$ cat config.mk
export PLATFORM = sky130hd
export DESIGN_NAME = dpw_cfg_regs
export DESIGN_NICKNAME = d
export VERILOG_FILES = /design/src/rtl/dpw_pkg.sv /design/src/rtl/dpw_cfg_regs.sv
export SDC_FILE = /design/constraint.sdc
export NUM_CORES = 1
export LEC_CHECK = 0
export BUFFER_PORTS_ARGS = -buffer_cell sky130_fd_sc_hd__clkbuf_2
export CORE_AREA = 2 2 197 199
export CTS_CLUSTER_DIAMETER = 50
export CTS_CLUSTER_SIZE = 10
export DETAILED_ROUTE_END_ITERATION = 8
export DIE_AREA = 0 0 199 201
export HOLD_SLACK_MARGIN = 0.1
export PLACE_DENSITY = 0.71
export SLEW_MARGIN = 20
export SYNTH_ARGS = -nofsm -noshare
export SYNTH_HDL_FRONTEND = slang
export SYNTH_SLANG_ARGS = --single-unit
$ cat constraint.sdc
create_clock -name clk -period 2.2 [get_ports clk]
set_clock_uncertainty 0.05 [all_clocks]
set_input_delay 0.33 -clock clk [delete_from_list [all_inputs] [get_ports clk]]
set_output_delay 0.33 -clock clk [all_outputs]
set_load 0.1 [all_outputs]
$ cat src/rtl/dpw_pkg.sv
// ----------------------------------------------------------------------------
// dpw_pkg
// Types, register map and saturation helpers for the depth pixel to world
// point core.
// ----------------------------------------------------------------------------
package dpw_pkg;

  localparam int CAM_W = 46;   // camera coordinate width, signed
  localparam int COLOR_W = 24; // blue, green, red bytes, blue lowest

  typedef enum logic [2:0] {
    REG_DEPTH_SCALE_RECIP = 3'd0,
    REG_PRINCIPAL_POINT   = 3'd1,
    REG_FOCAL_RECIP       = 3'd2,
    REG_ROT_ROW0          = 3'd3,
    REG_ROT_ROW1          = 3'd4,
    REG_ROT_ROW2          = 3'd5,
    REG_TRANSLATION_XY    = 3'd6,
    REG_TRANSLATION_Z     = 3'd7
  } cfg_reg_t;

  localparam logic [31:0] RST_DEPTH_SCALE_RECIP = 32'd16777;
  localparam logic [31:0] RST_PRINCIPAL_POINT   = 32'd0;
  localparam logic [63:0] RST_FOCAL_RECIP       = 64'd0;
  localparam logic [47:0] RST_ROT_ROW0          = 48'h0000_0000_4000;
  localparam logic [47:0] RST_ROT_ROW1          = 48'h0000_4000_0000;
  localparam logic [47:0] RST_ROT_ROW2          = 48'h4000_0000_0000;
  localparam logic [63:0] RST_TRANSLATION_XY    = 64'd0;
  localparam logic [31:0] RST_TRANSLATION_Z     = 32'd0;

  typedef struct packed {
    logic [31:0]      depth_scale_recip;
    logic [31:0]      principal_point;
    logic [63:0]      focal_recip;
    logic [2:0][47:0] rot_row;
    logic [63:0]      translation_xy;
    logic [31:0]      translation_z;
  } cfg_t;

  // clamp to signed 46 bits
  function automatic logic [CAM_W-1:0] sat46(logic signed [62:0] v);
    logic [CAM_W-1:0] res;
    if ((&v[62:CAM_W-1]) || !(|v[62:CAM_W-1])) begin
      res = v[CAM_W-1:0];
    end else if (v[62]) begin
      res = {1'b1, {(CAM_W-1){1'b0}}};
    end else begin
      res = {1'b0, {(CAM_W-1){1'b1}}};
    end
    return res;
  endfunction

  // clamp to signed 32 bits
  function automatic logic [31:0] sat32(logic signed [63:0] v);
    logic [31:0] res;
    if ((&v[63:31]) || !(|v[63:31])) begin
      res = v[31:0];
    end else if (v[63]) begin
      res = 32'h8000_0000;
    end else begin
      res = 32'h7FFF_FFFF;
    end
    return res;
  endfunction

endpackage

$ cat src/rtl/dpw_cfg_regs.sv
// ----------------------------------------------------------------------------
// dpw_cfg_regs
// APB register file holding the camera intrinsics and the pose.
// ----------------------------------------------------------------------------
module dpw_cfg_regs (
  input  logic          clk,
  input  logic          rst_n,
  input  logic          psel,
  input  logic          penable,
  input  logic          pwrite,
  input  logic [5:0]    paddr,
  input  logic [63:0]   pwdata,
  output logic [63:0]   prdata,
  output logic          pready,
  output dpw_pkg::cfg_t cfg
);

  dpw_pkg::cfg_t      cfg_r;
  dpw_pkg::cfg_reg_t  idx;
  logic               wr_en;

  assign idx    = dpw_pkg::cfg_reg_t'(paddr[5:3]);
  assign pready = 1'b1;
  assign wr_en  = psel && penable && pwrite;
  assign cfg    = cfg_r;

  always_ff @(posedge clk) begin
    if (!rst_n) begin
      cfg_r.depth_scale_recip <= dpw_pkg::RST_DEPTH_SCALE_RECIP;
      cfg_r.principal_point   <= dpw_pkg::RST_PRINCIPAL_POINT;
      cfg_r.focal_recip       <= dpw_pkg::RST_FOCAL_RECIP;
      cfg_r.rot_row[0]        <= dpw_pkg::RST_ROT_ROW0;
      cfg_r.rot_row[1]        <= dpw_pkg::RST_ROT_ROW1;
      cfg_r.rot_row[2]        <= dpw_pkg::RST_ROT_ROW2;
      cfg_r.translation_xy    <= dpw_pkg::RST_TRANSLATION_XY;
      cfg_r.translation_z     <= dpw_pkg::RST_TRANSLATION_Z;
    end else if (wr_en) begin
      unique case (idx)
        dpw_pkg::REG_DEPTH_SCALE_RECIP: cfg_r.depth_scale_recip <= pwdata[31:0];
        dpw_pkg::REG_PRINCIPAL_POINT:   cfg_r.principal_point   <= pwdata[31:0];
        dpw_pkg::REG_FOCAL_RECIP:       cfg_r.focal_recip       <= pwdata;
        dpw_pkg::REG_ROT_ROW0:          cfg_r.rot_row[0]        <= pwdata[47:0];
        dpw_pkg::REG_ROT_ROW1:          cfg_r.rot_row[1]        <= pwdata[47:0];
        dpw_pkg::REG_ROT_ROW2:          cfg_r.rot_row[2]        <= pwdata[47:0];
        dpw_pkg::REG_TRANSLATION_XY:    cfg_r.translation_xy    <= pwdata;
        dpw_pkg::REG_TRANSLATION_Z:     cfg_r.translation_z     <= pwdata[31:0];
        default: ;
      endcase
    end
  end

  always_comb begin
    unique case (idx)
      dpw_pkg::REG_DEPTH_SCALE_RECIP: prdata = 64'(cfg_r.depth_scale_recip);
      dpw_pkg::REG_PRINCIPAL_POINT:   prdata = 64'(cfg_r.principal_point);
      dpw_pkg::REG_FOCAL_RECIP:       prdata = cfg_r.focal_recip;
      dpw_pkg::REG_ROT_ROW0:          prdata = 64'(cfg_r.rot_row[0]);
      dpw_pkg::REG_ROT_ROW1:          prdata = 64'(cfg_r.rot_row[1]);
      dpw_pkg::REG_ROT_ROW2:          prdata = 64'(cfg_r.rot_row[2]);
      dpw_pkg::REG_TRANSLATION_XY:    prdata = cfg_r.translation_xy;
      dpw_pkg::REG_TRANSLATION_Z:     prdata = 64'(cfg_r.translation_z);
      default:                        prdata = 64'd0;
    endcase
  end

endmodule

# After elaboration in Yosys (flattened, before gate mapping)
# Index checks and enable logic that the tools add are counted.
# W data, S select, Z words.
classes:
  eq_ne: 7
  reduce_logical: 11
  muxes: 1
ops:
  columns: ["cell", "count"]
  rows:
  - ["$pmux W64 S8", 1]
  - ["$reduce_and A2 Y1", 8]
  - ["$eq A3 B3 Y1 const B", 4]
  - ["$eq A3 B2 Y1 const B", 2]
  - ["$eq A3 B1 Y1 const B", 1]
  - ["$logic_not A3 Y1", 1]
  - ["$logic_and A1 B1 Y1", 2]
word_totals:
  word_cells: 27
  in_bits: 75
  reg_bits: 368
  out_inout_bits: 433

# Depth between registers and ports, before layout
logic_depth:
  depth_word: 3
  depth_mapped: 7
  ltp_nobuf: 3

# Worst setup path after synthesis
# No wires, ideal clock.
synth_timing:
  path_kind: "register to output"
  start: "register cfg_r (netlist bit cfg[208])"
  end: "output prdata[16]"
  arrival_ns: 2.947
  path_stages_with_launch: 4
  slack_ns: -1.127
  path_buffers: 0
  required_ns: 1.820
  cell_sequence: "dfxtp_1 -> and2_1 -> a32oi_1 -> a31oi_1"
synth_between:
  elab_chain_len: 1
synth_rtl:
  columns: ["item", "line_no", "text"]
  rows:
  - ["start: declaration", "dpw_cfg_regs.sv:18", "dpw_pkg::cfg_t cfg_r;"]
  - ["$pmux W64 S8", "dpw_cfg_regs.sv:53", "unique case (idx)"]
  - ["end: declaration", "dpw_cfg_regs.sv:13", "output logic [63:0] prdata,"]
# No other way between the ends.

# Worst setup path after layout
layout_timing:
  start: "register cfg_r (netlist bit cfg[66])"
  end: "output prdata[34]"
# The elaborated chain is that of the path after synthesis.

==> reports/summary.txt <==
Min-delay worst type: input port to flop
Fin crit period: 2160 ps
CP Capture Type: primary output
Critical path peak fanout: 3
Root Buffer: clkbuf_16
Final period util: 0.983
Drt drc: 0
Max-cap violations: 0
Area Overhead vs Synth: 39.7%
Vias: 15283
# placed instances: 2683
DR vias/cell: 5.52
Die ar.: 40000 um2
Slew @ Worst Pin: 763 ps
Async set or reset register ratio after synthesis: 0
DRT Pass-1 Iters: 5
Slew Viols, Final: 0
Top cell type's share of synthesized area: 0.452
Hold Fails Final Rpt: 0
Largest net degree at the start of global routing: 59
Max reg flops: 368
Yosys cell types: 40
Antenna-violating nets left: 0
Ant. Diodes: 0
H-Tree Depth: 2
Critical path arrival: 1780 ps
Post-Synthesis Cells: 1703
Syn Area/Cell: 9.57 um2
Synthesized flop and latch total: 368
Die Y: 201 um
Largest area contributor in the netlist: dfxtp_1
Layout cells sized above 1: 0.357
Grt total ovfl: 0
Number of synthesized flops with an enable pin: 0
Final Net Count: 2319
Final std cells w/o fill: 2770
Overall power: 15.1 mW
Area occupied by multi-input gates: 8260 um2
Syn nets: 1778
Total leakage power: 9.26 nW
Outcome: finished clean
CTS tree: done
First-pass GRT wire length: 91300 um
Synth area leaders: dfxtp_1, mux2i_1, nand2_1
Post-synth top cells: nand2_1, mux2i_1, dfxtp_1
Clock Latency Late Sink: 530 ps
Initial DRC Count: 897
Normalized max-slew margin: 0.491
Vias in the first global route: 15283
Post-DP HPWL: 43300 um
Clock-pin transition on the worst setup and hold timing paths: 50 ps
Final Wtd Congestion: 0.925
CP max-delay cell: dfxtp_2
Achievable Freq: 462 MHz
Post-synth design cell area: 16300 um2
Sequential area share after synthesis: 0.452
CTS buffer count: 44
# port buffers: 503
Avg WL per Cell: 22.1 um
Crit path kind: flop to primary output
Yosys Warn Count: 0
Num rows: 72
Core box area: 38100 um2
Critical Path Max Stage Delay: 330 ps
Power Dens Cells: 662 nW/um2
Initial core utilization: 0.428
Initial antenna violation count: 0
Post-Route WL: 61300 um
Setup-failing EPs final: 0
Storage cell area: 7430 um2
Clock Path Buffers: 3
Critical Path RT: 1820 ps
Setup crit start kind: flop
CTS Sinks: 368
Dominant synthesized flop cell: dfxtp_1
Worst path cell trace: mux2_2, a221oi_2, buf_4, a21oi_4, buf_12
Fillers: 3180
Top Ports: 508
Die W: 199 um
GRT Total Usage: 0.296
Top-count cell post-synth: nand2_1
Max VDD drop: 0.499 mV
## path summary, 6_finish.rpt
path,from,endpoint,slack [ps],cells past startpoint
setup / recovery,cfg[66],prdata[34],40,5
hold / removal,pwdata[41],cfg[137],120,3
setup reg to reg,cfg[141],cfg[141],1360,2
hold reg to reg,cfg[325],cfg[325],410,2
## layout by cell type, fill, tap and decap left out, drive strengths merged
cell type | synthesis | layout
nand4 | 1 | 1
inv | 39 | 39
or3 | 1 | 1
o21ai | 8 | 8
and2 | 1 | 1
o32ai | 29 | 29
and3b | 1 | 1
o22a | 3 | 3
o22ai | 31 | 31
a32oi | 1 | 1
nand2 | 456 | 456
a221o | 11 | 11
nand4b | 1 | 1
nor2 | 41 | 41
o311ai | 3 | 3
a22o | 36 | 36
clkbuf | 66 | 486
mux2 | 5 | 5
o32a | 30 | 30
dlygate4sd3 | 0 | 33
nand2b | 4 | 4
clkinv | 0 | 1
dfxtp | 368 | 368
mux2i | 425 | 425
conb | 1 | 1
a31oi | 1 | 1
a22oi | 5 | 5
o211ai | 5 | 5
a221oi | 7 | 7
nor2b | 36 | 36
or2 | 3 | 3
clkinvlp | 0 | 2
a21oi | 5 | 5
a32o | 2 | 2
buf | 77 | 170
## area by class of cell
class	count	area share
inverters	39	0.00643
flip-flops and latches	368	0.327
well taps	518	0.0285
multi-input cells	1153	0.363
clock inverters	3	0.000879
clock buffers	51	0.0518
repair buffers	638	0.223
## report_power, final
part           internal, mW  switching, mW
Clock                  3.72           2.63
Sequential             6.72         0.0455
Combinational         0.594           1.37
Total                  11.0           4.04
## through the flow
| step | worst slack, ps | setup TNS [ps] | hold slack (ps) | utilization | instance area, um2 |
|---|---|---|---|---|---|
| after floorplan | -201 | -3090 | 445 | - | 16500 |
| after global placement | -164 | -1060 | 396 | 0.556 | 21200 |
| after detailed placement | -172 | -1250 | 404 | 0.556 | 21200 |
| after CTS | 0.495 | 0 | 104 | 0.596 | 22700 |
| after global routing | -43.5 | -43.5 | 127 | 0.597 | 22800 |
| final | 36.4 | 0 | 125 | 0.597 | 22800 |
## layer usage
metal  vias to the layer above  part of all wire  GRT usage
li1                       6955                 -          -
met1                      7415              0.39      0.361
met2                       753              0.48      0.500
met3                       160             0.081     0.0654
met4                         0             0.041      0.128
met5                         -                 0          0
## worst max-delay path: cells and delay by family, from the launching register on
family	cells	cell delay (ps)
buf+inv	2	350
compound gates	2	270
mux	1	290
flops	1	330
## what timing repair did
item | CTS | global route
resized for setup | 6 | 10
endpoints found under the setup margin | 16 | 13
buffers inserted | 0 | 0
hold buffers | 33 | 0
pin swaps | 0 | 0
hold endpoints to repair | 83 | 0
## kinds of logic (layout without fill, tap and decap cells)
family / Yosys count / count (layout) / share of synthesized area
muxes: 430 / 430 / 0.264
AOI/OAI and AO/OA: 177 / 177 / 0.0897
buffers and inverters: 182 / 731 / 0.0554
other: 1 / 1 / 0.000230
DFF: 368 / 368 / 0.452
and+or+nand+nor: 545 / 545 / 0.138
No activity file was read; power rests on OpenSTA's default activity.
